<file path="config.mk">
export PLATFORM = sky130hd
export DESIGN_NAME = serial_command_line_recognizer
export DESIGN_NICKNAME = d
export VERILOG_FILES = /design/src/design/scl_pkg.sv /design/src/design/scl_ram.sv /design/src/design/scl_datapath.sv /design/src/design/scl_ctrl.sv /design/src/design/serial_command_line_recognizer.sv
export SDC_FILE = /design/constraint.sdc
export NUM_CORES = 1
export LEC_CHECK = 0
export ABC_AREA = 1
export BUFFER_PORTS_ARGS = -buffer_cell sky130_fd_sc_hd__buf_2
export CAP_MARGIN = 20
export CORE_MARGIN = 3
export CORE_UTILIZATION = 50
export DETAILED_ROUTE_END_ITERATION = 12
export PLACE_DENSITY_LB_ADDON = 0.1
export SLEW_MARGIN = 30
export SYNTH_ARGS = -nofsm -noshare
export SYNTH_HDL_FRONTEND = slang
export SYNTH_SLANG_ARGS = --single-unit
</file>
<file path="constraint.sdc">
create_clock -name clk -period 9.87 [get_ports clk]
set_clock_uncertainty 0.1 [all_clocks]
set_input_delay 0 -clock clk [delete_from_list [all_inputs] [get_ports clk]]
set_output_delay 0 -clock clk [all_outputs]
set_load 0.02 [all_outputs]
</file>
<file path="src/design/scl_pkg.sv">
// Package for the serial command line recognizer: types, constants, keyword tables.
`timescale 1ns / 1ps
package scl_pkg;

  localparam int LineDepth = 128;
  localparam int AddrW = $clog2(LineDepth);
  localparam int LenW = $clog2(LineDepth + 1);

  localparam logic [7:0] ChAck = 8'h06;
  localparam logic [7:0] ChNak = 8'h15;
  localparam logic [7:0] ChCan = 8'h18;
  localparam logic [7:0] ChCr = 8'h0D;
  localparam logic [7:0] ChLf = 8'h0A;

  localparam logic [3:0] CmdUnknown = 4'd0;
  localparam logic [3:0] CmdAck = 4'd1;
  localparam logic [3:0] CmdNak = 4'd2;
  localparam logic [3:0] CmdCan = 4'd3;
  localparam logic [3:0] CmdVer = 4'd4;
  localparam logic [3:0] CmdSntp = 4'd5;
  localparam logic [3:0] CmdBme = 4'd6;
  localparam logic [3:0] CmdFtpList = 4'd7;
  localparam logic [3:0] CmdList = 4'd8;
  localparam logic [3:0] CmdFtpGet = 4'd9;
  localparam logic [3:0] CmdTelnet = 4'd10;
  localparam logic [3:0] CmdSpiffsList = 4'd11;
  localparam logic [3:0] CmdSpiffsGet = 4'd12;

  localparam int NumKw = 9;
  localparam int KwMax = 10;

  typedef struct packed {
    logic [7:0] rx_byte;
    logic       transfer_active;
  } in_item_t;

  typedef struct packed {
    logic [3:0]  command_code;
    logic [11:0] file_number;
    logic [6:0]  term_width;
    logic [7:0]  term_height;
  } out_item_t;

  // Keyword character at a position; order VER SNTP BME FTPLIST LIST: FTPGET:
  // TELNET: SPIFFSLIST SPIFFSGET:.
  function automatic logic [7:0] kw_char(input logic [3:0] k, input logic [3:0] p);
    logic [8*KwMax-1:0] s;
    s = '0;
    unique case (k)
      4'd0: s[8*KwMax-1 -: 24] = "VER";
      4'd1: s[8*KwMax-1 -: 32] = "SNTP";
      4'd2: s[8*KwMax-1 -: 24] = "BME";
      4'd3: s[8*KwMax-1 -: 56] = "FTPLIST";
      4'd4: s[8*KwMax-1 -: 40] = "LIST:";
      4'd5: s[8*KwMax-1 -: 56] = "FTPGET:";
      4'd6: s[8*KwMax-1 -: 56] = "TELNET:";
      4'd7: s[8*KwMax-1 -: 80] = "SPIFFSLIST";
      4'd8: s[8*KwMax-1 -: 80] = "SPIFFSGET:";
      default: s = '0;
    endcase
    return s[8*KwMax-1 - 8*p -: 8];
  endfunction

  function automatic logic [3:0] kw_len(input logic [3:0] k);
    unique case (k)
      4'd0, 4'd2: return 4'd3;
      4'd1: return 4'd4;
      4'd4: return 4'd5;
      4'd3, 4'd5, 4'd6: return 4'd7;
      4'd7, 4'd8: return 4'd10;
      default: return 4'd0;
    endcase
  endfunction

  // Keyword that must match the whole text, versus a prefix.
  function automatic logic kw_exact(input logic [3:0] k);
    return (k == 4'd0) || (k == 4'd1) || (k == 4'd2) || (k == 4'd3) || (k == 4'd7);
  endfunction

  function automatic logic [3:0] kw_code(input logic [3:0] k);
    unique case (k)
      4'd0: return CmdVer;
      4'd1: return CmdSntp;
      4'd2: return CmdBme;
      4'd3: return CmdFtpList;
      4'd4: return CmdList;
      4'd5: return CmdFtpGet;
      4'd6: return CmdTelnet;
      4'd7: return CmdSpiffsList;
      4'd8: return CmdSpiffsGet;
      default: return CmdUnknown;
    endcase
  endfunction

  // Commands and status between the controller and the datapath.
  typedef enum logic [3:0] {
    OP_NONE, OP_STORE, OP_CLEAR, OP_SKIP, OP_END, OP_KW, OP_NUM, OP_OUT
  } dp_op_t;

  typedef struct packed {
    dp_op_t     op;
    logic [3:0] kw;
    logic [1:0] num_sel;   // 0 file, 1 width, 2 height
    logic       first;     // start of a scan phase
  } dp_cmd_t;

  typedef struct packed {
    logic       phase_done;
    logic       kw_hit;
    logic       early_code;
    logic       line_end;
    logic       simple_end;
  } dp_stat_t;

endpackage

</file>
<file path="src/design/scl_ram.sv">
// Generic single-port RAM with registered read.
`timescale 1ns / 1ps
module scl_ram #(
  parameter int Width = 8,
  parameter int Depth = 128
) (
  input  logic                     clk,
  input  logic                     we,
  input  logic [$clog2(Depth)-1:0] addr,
  input  logic [Width-1:0]         wdata,
  output logic [Width-1:0]         rdata
);
  logic [Width-1:0] mem [Depth];

  // A read during a write returns the old contents; read data registered.
  always_ff @(posedge clk) begin
    if (we) begin
      mem[addr] <= wdata;
    end
    rdata <= mem[addr];
  end
endmodule

</file>
<file path="src/design/scl_datapath.sv">
// Datapath: line buffer, scan pointers, keyword compare and number decode.
`timescale 1ns / 1ps
module scl_datapath (
  input  logic                 clk,
  input  logic                 rst,
  input  scl_pkg::in_item_t    in_item,
  input  scl_pkg::dp_cmd_t     cmd,
  output scl_pkg::dp_stat_t    stat,
  output scl_pkg::out_item_t   result
);
  import scl_pkg::*;

  logic [LenW-1:0]  line_length;
  logic             line_overflow;
  logic [15:0]      last_two_bytes;
  logic [LenW-1:0]  ptr;        // address issued this cycle
  logic [LenW-1:0]  rptr;       // address of rdata
  logic             rvalid;
  logic [7:0]       prev;
  logic [LenW-1:0]  start_pos;
  logic [LenW-1:0]  end_pos;
  logic [LenW-1:0]  num_end;
  logic             hit;
  logic [11:0]      acc;
  logic             ram_we;
  logic [AddrW-1:0] ram_addr;
  logic [7:0]       rdata;
  logic [LenW-1:0]  cend;
  logic [LenW-1:0]  txt_len;
  logic [LenW-1:0]  rel;
  logic [LenW-1:0]  ptr_next;
  logic             is_digit;
  logic [15:0]      acc_x10;
  logic [11:0]      lim;
  logic [LenW-1:0]  num_start;
  logic             phase_done;
  logic             char_ok;

  assign cend    = line_length - LenW'(2);
  assign txt_len = end_pos - start_pos;
  assign rel     = rptr - start_pos;
  assign is_digit = (rdata >= "0") && (rdata <= "9");
  assign ram_we   = (cmd.op == OP_STORE) && (line_length < LenW'(LineDepth));
  assign ram_addr = ram_we ? line_length[AddrW-1:0] : ptr[AddrW-1:0];

  scl_ram #(.Width(8), .Depth(LineDepth)) u_ram (
    .clk(clk), .we(ram_we), .addr(ram_addr), .wdata(in_item.rx_byte), .rdata(rdata)
  );

  // Number phase start and limit.
  always_comb begin
    unique case (cmd.num_sel)
      2'd1: begin num_start = start_pos + LenW'(7); lim = 12'd99; end
      2'd2: begin num_start = start_pos + LenW'(10); lim = 12'd255; end
      default: begin
        num_start = start_pos + LenW'(kw_len(cmd.kw)); lim = 12'd4095;
      end
    endcase
    acc_x10 = {4'd0, acc} * 16'd10 + {8'd0, rdata - 8'h30};
  end

  // Scan phases finish when the read pointer runs off the range, or on a mismatch, NUL or non-digit.
  always_comb begin
    phase_done = 1'b0;
    unique case (cmd.op)
      OP_SKIP: phase_done = !cmd.first && rvalid && (rptr + LenW'(1) >= cend);
      OP_END:  phase_done = !cmd.first && rvalid && (rptr >= cend || rdata == 8'd0);
      OP_KW:   phase_done = !cmd.first && rvalid &&
                 (!hit || rel >= {{(LenW-4){1'b0}}, kw_len(cmd.kw)} - LenW'(1) ||
                  rel >= txt_len);
      OP_NUM:  phase_done = !cmd.first && rvalid &&
                 (rptr >= num_end || !is_digit);
      default: phase_done = 1'b0;
    endcase
    ptr_next = cmd.first ? ((cmd.op == OP_NUM) ? num_start : start_pos) : ptr + LenW'(1);
    if (cmd.first && cmd.op == OP_SKIP) ptr_next = '0;
  end

  assign stat.phase_done = phase_done;

  // The character read in the finishing cycle counts toward the keyword hit.
  assign char_ok = (rel >= txt_len) || (rdata == kw_char(cmd.kw, rel[3:0]));
  assign stat.kw_hit = hit && char_ok && (kw_exact(cmd.kw) ?
      (txt_len == LenW'(kw_len(cmd.kw))) : (txt_len >= LenW'(kw_len(cmd.kw))));
  assign stat.early_code = !line_overflow && line_length == LenW'(1) &&
      (last_two_bytes[7:0] == ChAck || last_two_bytes[7:0] == ChNak ||
       last_two_bytes[7:0] == ChCan);
  assign stat.line_end = last_two_bytes == {ChCr, ChLf};
  assign stat.simple_end = line_overflow || line_length < LenW'(2);

  // Line state, scan pointers and result assembly.
  always_ff @(posedge clk) begin
    if (rst) begin
      line_length <= '0;
      line_overflow <= 1'b0;
      last_two_bytes <= '0;
      rvalid <= 1'b0;
    end else begin
      rvalid <= 1'b0;
      unique case (cmd.op)
        OP_STORE: begin
          if (line_length < LenW'(LineDepth)) line_length <= line_length + LenW'(1);
          else line_overflow <= 1'b1;
          last_two_bytes <= {last_two_bytes[7:0], in_item.rx_byte};
          result <= '0;
          unique case (in_item.rx_byte)
            ChAck: result.command_code <= CmdAck;
            ChNak: result.command_code <= CmdNak;
            ChCan: result.command_code <= CmdCan;
            default: result.command_code <= CmdUnknown;
          endcase
        end
        OP_CLEAR: begin
          line_length <= '0;
          line_overflow <= 1'b0;
          last_two_bytes <= '0;
        end
        OP_SKIP, OP_END, OP_KW, OP_NUM: begin
          ptr <= ptr_next;
          rptr <= ptr;
          rvalid <= !cmd.first;
          if (cmd.first) begin
            prev <= 8'd0;
            hit <= 1'b1;
            acc <= '0;
            if (cmd.op == OP_SKIP) start_pos <= '0;
            if (cmd.op == OP_END) end_pos <= start_pos;
            if (cmd.op == OP_NUM) begin
              num_end <= (cmd.num_sel == 2'd1 && start_pos + LenW'(9) < end_pos) ?
                         start_pos + LenW'(9) : end_pos;
            end
          end else if (rvalid) begin
            unique case (cmd.op)
              OP_SKIP: begin
                prev <= rdata;
                if (prev == ChCr && rdata == ChLf && start_pos == '0 && rptr < cend)
                  start_pos <= rptr + LenW'(1);
              end
              OP_END: if (!(rptr >= cend || rdata == 8'd0)) end_pos <= rptr + LenW'(1);
              OP_KW: if (rel < txt_len && rdata != kw_char(cmd.kw, rel[3:0])) hit <= 1'b0;
              OP_NUM: if (rptr < num_end && is_digit)
                acc <= (acc_x10 > {4'd0, lim}) ? lim : acc_x10[11:0];
              default: ;
            endcase
          end
        end
        OP_OUT: begin
          result <= '0;
        end
        default: ;
      endcase
      // Latch pieces of the result as phases finish.
      if (cmd.op == OP_KW && phase_done && stat.kw_hit)
        result.command_code <= kw_code(cmd.kw);
      if (cmd.op == OP_NUM && phase_done) begin
        unique case (cmd.num_sel)
          2'd1: result.term_width <= acc[6:0];
          2'd2: result.term_height <= acc[7:0];
          default: result.file_number <= acc;
        endcase
      end
    end
  end
endmodule

</file>
<file path="src/design/scl_ctrl.sv">
// Controller: sequences storing, line-end scans and result handoff.
`timescale 1ns / 1ps
module scl_ctrl (
  input  logic                clk,
  input  logic                rst,
  input  logic                in_valid,
  output logic                in_ready,
  input  logic                xfer,
  output logic                out_valid,
  input  logic                out_ready,
  input  scl_pkg::dp_stat_t   stat,
  output scl_pkg::dp_cmd_t    cmd
);
  import scl_pkg::*;

  typedef enum logic [3:0] {
    S_IDLE, S_CHECK, S_SKIP, S_END, S_KW, S_NUM1, S_NUM2, S_CLEAR, S_SEND
  } state_t;

  state_t     state;
  logic       first;
  logic [3:0] kw;
  logic       active;
  logic       is_telnet;

  assign in_ready = (state == S_IDLE) && !out_valid;

  // Commands for the datapath follow the state.
  always_comb begin
    cmd = '{op: OP_NONE, kw: kw, num_sel: 2'd0, first: first};
    unique case (state)
      S_IDLE:  if (in_valid && in_ready) cmd.op = OP_STORE;
      S_SKIP:  cmd.op = OP_SKIP;
      S_END:   cmd.op = OP_END;
      S_KW:    cmd.op = OP_KW;
      S_NUM1:  begin cmd.op = OP_NUM; cmd.num_sel = is_telnet ? 2'd1 : 2'd0; end
      S_NUM2:  begin cmd.op = OP_NUM; cmd.num_sel = 2'd2; end
      S_CLEAR: cmd.op = OP_CLEAR;
      default: cmd.op = OP_NONE;
    endcase
  end

  // State register and handshake flags.
  always_ff @(posedge clk) begin
    if (rst) begin
      state <= S_IDLE;
      first <= 1'b1;
      kw <= '0;
      active <= 1'b0;
      out_valid <= 1'b0;
    end else begin
      if (out_valid && out_ready) out_valid <= 1'b0;
      unique case (state)
        S_IDLE: if (in_valid && in_ready) begin
          active <= xfer;
          state <= S_CHECK;
        end
        S_CHECK: begin
          first <= 1'b1;
          if (stat.early_code) begin
            out_valid <= 1'b1;
            state <= S_CLEAR;
          end else if (!active && stat.line_end) begin
            state <= stat.simple_end ? S_SEND : S_SKIP;
          end else state <= S_IDLE;
        end
        S_SKIP: begin
          first <= 1'b0;
          if (stat.phase_done) begin first <= 1'b1; state <= S_END; end
        end
        S_END: begin
          first <= 1'b0;
          if (stat.phase_done) begin first <= 1'b1; kw <= '0; state <= S_KW; end
        end
        S_KW: begin
          first <= 1'b0;
          if (stat.phase_done) begin
            first <= 1'b1;
            if (stat.kw_hit) begin
              is_telnet <= (kw == 4'd6);
              state <= kw_exact(kw) ? S_SEND : S_NUM1;
            end else if (kw == 4'(NumKw - 1)) begin
              state <= S_SEND;
            end else kw <= kw + 4'd1;
          end
        end
        S_NUM1: begin
          first <= 1'b0;
          if (stat.phase_done) begin
            first <= 1'b1;
            state <= is_telnet ? S_NUM2 : S_SEND;
          end
        end
        S_NUM2: begin
          first <= 1'b0;
          if (stat.phase_done) begin first <= 1'b1; state <= S_SEND; end
        end
        S_SEND: begin
          out_valid <= 1'b1;
          state <= S_CLEAR;
        end
        S_CLEAR: state <= S_IDLE;
        default: state <= S_IDLE;
      endcase
    end
  end
endmodule

</file>
<file path="src/design/serial_command_line_recognizer.sv">
// Top level of the serial command line recognizer.
`timescale 1ns / 1ps
//  channel  signals                  direction  carries
//  in       in_valid/in_ready/in     sink       received byte and transfer flag
//  out      out_valid/out_ready/out  source     command code and decoded numbers
// A byte without line end is stored and then checked. A CR LF line is scanned in the
// controller's sequence: garbage skip, text end, up to nine keyword compares and
// up to two number reads, each one RAM read per cycle. Reset clears the line
// state; no clearing pass. A stalled result holds the block idle until taken.
module serial_command_line_recognizer (
  input  logic                clk,
  input  logic                rst,
  input  logic                in_valid,
  output logic                in_ready,
  input  scl_pkg::in_item_t   in,
  output logic                out_valid,
  input  logic                out_ready,
  output scl_pkg::out_item_t  out
);
  import scl_pkg::*;

  dp_cmd_t  cmd;
  dp_stat_t stat;

  scl_ctrl u_ctrl (
    .clk(clk), .rst(rst), .in_valid(in_valid), .in_ready(in_ready),
    .xfer(in.transfer_active), .out_valid(out_valid), .out_ready(out_ready),
    .stat(stat), .cmd(cmd)
  );

  scl_datapath u_dp (
    .clk(clk), .rst(rst), .in_item(in), .cmd(cmd), .stat(stat), .result(out)
  );

  // No new byte is taken while a result waits.
  assert property (@(posedge clk) disable iff (rst) out_valid |-> !in_ready)
    else $error("input accepted while result pending");
  // Result codes stay in range.
  assert property (@(posedge clk) disable iff (rst) out_valid |-> out.command_code <= CmdSpiffsGet)
    else $error("command code out of range");
  // Non-telnet results carry no terminal size.
  assert property (@(posedge clk) disable iff (rst)
      out_valid && out.command_code != CmdTelnet |-> out.term_width == '0 && out.term_height == '0)
    else $error("terminal size on wrong code");
endmodule

</file>
# Yosys cells after proc, flatten, opt, wreduce, memory -nomap -nowiden
# Memory sizes are Yosys's and may differ from the RTL's. A register that Yosys moved wholly into a read port is not among the register bits.
# Index checks and enable logic that the tools add are counted.
# totals
ff_bits	130
ram_bits	1024
romBits	320
in_bits	13
out_inout_bits	33
word_cells	304
n_memories	6
# memory_table
memory	words	word_bits	rd	rd_clocked_by_memory_dff	wr	line	source
u_dp.u_ram.mem	128	8	1	1	1	scl_ram.sv:13	logic [Width-1:0] mem [Depth];
(no name shown)	16	4	1	1	0	scl_pkg.sv:65	unique case (k)
(no name shown)	16	4	1	1	0	scl_pkg.sv:65	
(no name shown)	16	4	1	1	0	scl_pkg.sv:81	unique case (k)
(no name shown)	16	4	1	1	0	scl_pkg.sv:65	
(no name shown)	16	4	1	1	0	scl_pkg.sv:65	
# op_classes
n_addsub	15
mul	1
magnitude_cmp	15
n_eq_ne	50
shift	2
muxes	111
bitwise_logic	2
n_reduce_logical	80
# op_table
operator	count
two-way mux 24 bit	10
two-way mux 8 bit	27
variable part select 87 x 33 -> 8 bit	2
case mux 23 bit (7 select lines)	1
two-way mux 4 bit	30
two-way mux 16 bit	5
case mux 31 bit (2 select lines)	1
two-way mux 12 bit	5
case mux 15 bit (4 select lines)	1
case mux 23 bit (2 select lines)	1
case mux 7 bit (6 select lines)	1
greater-or-equal comparator 8 bit	5
== test 4 x 3 -> 1 bit (second input constant)	8
== test 8 x 5 -> 1 bit (second input constant)	4
< comparator 8 bit	4
case mux 16 bit (2 select lines)	1
case mux 4 bit (8 select lines)	1
case mux 8 bit (2 select lines)	2
case mux 7 bit (4 select lines)	1
two-way mux 27 bit	1
logical AND 1 bit	25
AND reduction 5 bit	5
adder 8 x 1 -> 8 bit (second input constant)	3
case mux 12 bit (2 select lines)	1
other kinds (56)	131

# Logic depth before layout (Yosys ltp)
# logic_depth
depth_word	17
mapped_depth	32
depth_no_buf	32

# By module
# A second synthesis with hierarchy kept.
# unflattened
cells_unflattened	5898
hier_area_um2	55036.5
# by_module_without_submodules
module	n_inst	cells_per_inst	area_each_um2	seq_area_each_um2
scl_ram	1	4402	43979.7	30909.6
scl_datapath	1	1360	10159.7	3283.1
scl_ctrl	1	136	897.1	250.2

# Least setup slack after synthesis
# OpenSTA, ideal clock, no wires.
# synth_path
path_type	reg2reg
startpoint	register u_dp.acc[1]
endpoint	register u_dp.acc[10], data pin
setup_ns	0.270
arrival_time_ns	3.727
required_ns	9.500
slack_ns	5.773
stages_incl_launch_ff	22
n_path_buf	0
period_less_slack_ns	4.097
cell_sequence	edfxtp_1 ha_1 ha_1 inv_1 fa_1 inv_1 ha_1 a21oi_1 o21ai_0 nand2_1 a21oi_1 nand2_1 nor2_1 xor2_1 ha_1 nand2_1 o21ai_0 o32ai_1 nand3_1 clkinv_1 nand2_1 a21oi_1
# synth_via
elab_chain_len	7
# synth_lines
element	line	source
from (decl)	scl_datapath.sv:24	logic [11:0] acc;
from (signal assigned)	scl_datapath.sv:142	acc <= (acc_x10 > {4'd0, lim}) ? lim : acc_x10[11:0];
multiplier 12 x 3 -> 15 bit (*)	scl_datapath.sv:59	acc_x10 = {4'd0, acc} * 16'd10 + {8'd0, rdata - 8'h30};
adder 16 x 8 -> 16 bit (*)	scl_datapath.sv:59	
> comparator 16 x 12 -> 1 bit	scl_datapath.sv:142	
two-way mux 12 bit (*)	scl_datapath.sv:142	
two-way mux 12 bit (*)	scl_datapath.sv:141	OP_NUM: if (rptr < num_end && is_digit)
two-way mux 12 bit (*)	scl_datapath.sv:133	unique case (cmd.op)
two-way mux 12 bit (*)	scl_datapath.sv:132	end else if (rvalid) begin
# Every way passes the cells marked *; elsewhere a longest branch is shown, timed or not. The select of a mux whose other input is x is not followed.
# A chain may end at the register's enable or synchronous reset.

# Worst setup path after layout
# layout_path
startpoint	register u_ctrl.state[0]
endpoint	register u_dp.u_ram.rdata[6], read port of u_dp.u_ram.mem
# layout_via
elab_chain_len	8
word_cells_on_any_way	15
classes_between	eq/ne (7); mux (3); reduce/logical (5)
# layout_lines
element	line	source
from (decl)	scl_ctrl.sv:20	state_t state;
from (signal assigned)	scl_ctrl.sv:64	state <= stat.simple_end ? S_SEND : S_SKIP;
from (signal assigned)	scl_ctrl.sv:81	state <= kw_exact(kw) ? S_SEND : S_NUM1;
from (signal assigned)	scl_ctrl.sv:91	state <= is_telnet ? S_NUM2 : S_SEND;
logical NOT 4 bit	scl_ctrl.sv:26, scl_ctrl.sv:31	
logical AND 1 bit	scl_ctrl.sv:26	assign in_ready = (state == S_IDLE) && !out_valid;
logical AND 1 bit	scl_ctrl.sv:32	S_IDLE: if (in_valid && in_ready) cmd.op = OP_STORE;
two-way mux 1 bit	scl_ctrl.sv:32	
case mux 3 bit (6 select lines) (*)	scl_ctrl.sv:31	unique case (state)
== test 3 x 1 -> 1 bit (*)	scl_datapath.sv:43	assign ram_we = (cmd.op == OP_STORE) && (line_length < LenW'(LineDepth));
logical AND 1 bit (*)	scl_datapath.sv:43	
two-way mux 7 bit (*)	scl_datapath.sv:44	assign ram_addr = ram_we ? line_length[AddrW-1:0] : ptr[AddrW-1:0];
to (decl)	scl_ram.sv:11	output logic [Width-1:0] rdata
# Every way passes the cells marked *; elsewhere a longest branch is shown, timed or not.

==> run summary <==
Largest net degree at the start of global routing -> 107
Fin crit period -> 5.494 ns
Clock slew at reported path FFs -> 0.06 ns
Total number of vias -> 31933
PwrDens -> 197.1 mW/mm2
Setup crit end kind -> flop
IO Pins -> 46
Antenna-violating nets left -> 0
Final core utilization -> 0.5638
DRC viols -> 0
WS Path Type -> flop to flop
Post-synthesis async set-or-reset flop share -> 0
Full die area -> 0.1026 mm2
Final nets -> 4020
Clk root buf -> clkbuf_16
Clk sinks -> 1170
Slew headroom -> 0.3249
Worst-margin pin slew -> 1.009 ns
Syn_nets -> 3948
Crit path DAT -> 6.05 ns
Core ar. -> 0.09728 mm2
Syn Area/Cell -> 12.97 um2
DP Wirelength -> 87710 um
First-pass GRT wire length -> 211100 um
Area growth from synthesis to layout -> 11.06%
EDFF count, synth -> 1117
Final slew viol count -> 0
# diodes -> 0
Cell leakage power -> 19.10 nW
Worst EP required -> 10.43 ns
FMAX -> 0.1820 GHz
Drt via density -> 6.076
Reg2Reg Depth -> 17
YS warnings -> 0
Row count -> 114
Vias in the first global route -> 30985
Multi-input gate area -> 0.01297 mm2
Outcome -> finished clean
Commonest non-fill, non-tap cell in the layout -> edfxtp_1
CTS tree -> done
Max rail drop VDD -> 0.1883 mV
Sequential area share after synthesis -> 0.7007
Count of final setup violators -> 0
Ys flop type -> edfxtp_1
Skew-Pair Late Insertion Delay -> 0.72 ns
Crit-path cells -> nor2_4, nand2_2, nor3_4, nand2_4, nand2_2, nand2_4, inv_2, nand3_2, inv_4, buf_4, buf_4, a22oi_1, nand4_1, nand2_1, a21oi_1, nor4_1, nand2_1
Hold WC Path Type -> primary input to flop
CTS buffer count -> 119
RSZ-0062 raised after global routing -> false
WHS Path Cells -> 3
Routability cong. -> 0.9020
Antenna violations before repair -> 4
PnR Total Power -> 10.81 mW
CTS H-Tree Depth -> 3
Drt first pass iters -> 6
WL final -> 142800 um
Longest Clk Path Bufs -> 3
Die Wd -> 320.3 um
Final Hold Fails -> 0
Post-Syn Area -> 0.04938 mm2
GRT Total Usage -> 0.2774
Register Area -> 0.03460 mm2
Setup crit start kind -> flop
Crit share post-route -> 0.5566
Max cap viols -> 0
Register bit count reported by yosys -> 1170
Share of cells above drive strength 1 -> 0.09121
Yosys cell types -> 69
# fillers -> 8032
Iteration-0 DRC count of the detailed router -> 3876
CP max stage cell -> buf_4
Pre-CTS setup slack -> 4.420 ns
Drt wl/cell -> 27.17 um
Starting Density -> 0.5077
Die Y -> 320.3 um
Hold WS -> 0.2190 ns
PnR worst setup slack -> 4.376 ns
Most frequent cells in the layout -> 1117 x edfxtp_1, 614 x nand2_1, 319 x a22oi_1, 272 x nor2_1, 259 x inv_1
CP max stage delay -> 0.75 ns
CP max FO -> 52
Sum of negative setup slack -> 0 ns
IO Port Bufs -> 45
Total grt overflow -> 0
Cells after Synth -> 3807
[sequential cells by signal (all words and copies together), names as in the netlist, 4 cells and up, named ones only]
name / flops
u_dp.prev: 8
u_dp.num_end: 8
u_dp.u_ram.mem: 1024
u_dp.line_length: 8
u_ctrl.state: 4
u_ctrl.kw: 4
u_dp.rptr: 8
u_dp.ptr: 8
u_dp.u_ram.rdata: 8
u_dp.start_pos: 8
u_dp.last_two_bytes: 16
u_dp.acc: 12
u_dp.result: 31
u_dp.end_pos: 8
[synthesized netlist by cell type (all sizes together) (2+ instances only)]
cell type | count | area (um2)
fa | 5 | 100.1
a31o | 8 | 70.07
ha | 123 | 1539
buf | 119 | 654.4
clkbuf | 40 | 150.1
a22oi | 319 | 2395
nand3 | 172 | 940.9
and2 | 2 | 12.51
o2111ai | 4 | 35.03
nand4 | 130 | 819.5
a31oi | 17 | 106.4
clkinv | 3 | 11.26
nand3b | 3 | 22.52
and3b | 2 | 17.52
a21oi | 106 | 530.5
xor2 | 35 | 314.1
xnor2 | 12 | 112.6
nor2 | 296 | 1160
or2 | 6 | 37.54
nand2 | 627 | 2401
o21bai | 9 | 67.56
a21o | 5 | 37.54
a211oi | 6 | 45.04
dfxtp | 53 | 1061
o221ai | 2 | 17.52
nor4 | 10 | 62.56
o21ai | 131 | 685.7
o211ai | 12 | 90.09
a32o | 7 | 70.07
o2bb2ai | 2 | 17.52
a22o | 36 | 315.3
a41oi | 2 | 17.52
edfxtp | 1117 | 33540
inv | 277 | 1040
o32ai | 4 | 35.03
o311ai | 2 | 17.52
a221oi | 61 | 578.1
and3 | 5 | 31.28
nor3 | 28 | 151.4
[where the power goes]
group | switching, mW | total, mW | internal (mW) | leakage (nW)
clock network | 1.92 | 4.42 | 2.50 | 1.85
registers | 0.0570 | 5.53 | 5.47 | 10.5
logic | 0.628 | 0.861 | 0.234 | 6.74
total | 2.60 | 10.8 | 8.21 | 19.1
[layout make-up]
cell class | count | share of cell area
Clock buffer | 151 | 0.05687
Tap cell | 1276 | 0.02911
Clock inverter | 71 | 0.01243
Sequential cell | 1170 | 0.6309
Inverter | 280 | 0.01962
Timing Repair Buffer | 110 | 0.01455
Multi-Input combinational cell | 2198 | 0.2365
[repair_timing]
item                                   CTS  global route
resized for setup                        0             0
hold buffers                            13             0
endpoints found under the hold margin  428             0
setup buffers                            0             0
[per-layer routing]
metal,part of all wire,global-route usage
met3,0.081,0.04613
met1,0.42,0.3863
met2,0.47,0.4509
met5,0.000056,0
met4,0.030,0.08607
[through the flow]
step / cells / area, um2
3_5_place_dp: 5021 / 50890
6_report: 5256 / 54850
5_1_grt: 5256 / 54850
3_3_place_gp: 5021 / 50880
2_1_floorplan: 3807 / 49380
4_1_cts: 5256 / 54820
[path summary, 6_finish.rpt]
| check | start | to | slack, ns |
|---|---|---|---|
| max | u_ctrl.state[0] | u_dp.u_ram.rdata[6] | 4.38 |
| min reg2reg | u_dp.last_two_bytes[13] | u_dp.last_two_bytes[13] | 0.36 |
| max reg2reg | u_ctrl.state[0] | u_dp.u_ram.rdata[6] | 4.38 |
| min | rst | u_dp.last_two_bytes[15] | 0.22 |
[logic make-up after synthesis]
group / after synthesis / share of synthesized area
AND/OR/NAND/NOR: 1283 / 0.1148
flip-flops: 1170 / 0.7007
AO/OA/AOI/OAI: 740 / 0.1051
buffers and inverters: 439 / 0.03757
adder cells (fa/ha/maj): 128 / 0.03319
XOR/XNOR: 47 / 0.008640
[worst max-delay path, delay by kind of cell (launching register included)]
family                 cells  cell delay, ns
AND/OR/NAND/NOR           11            2.24
flip-flops                 1            0.38
AO/OA/AOI/OAI              2            0.60
buffers and inverters      4            1.97
(Power assumes the default switching activity.)
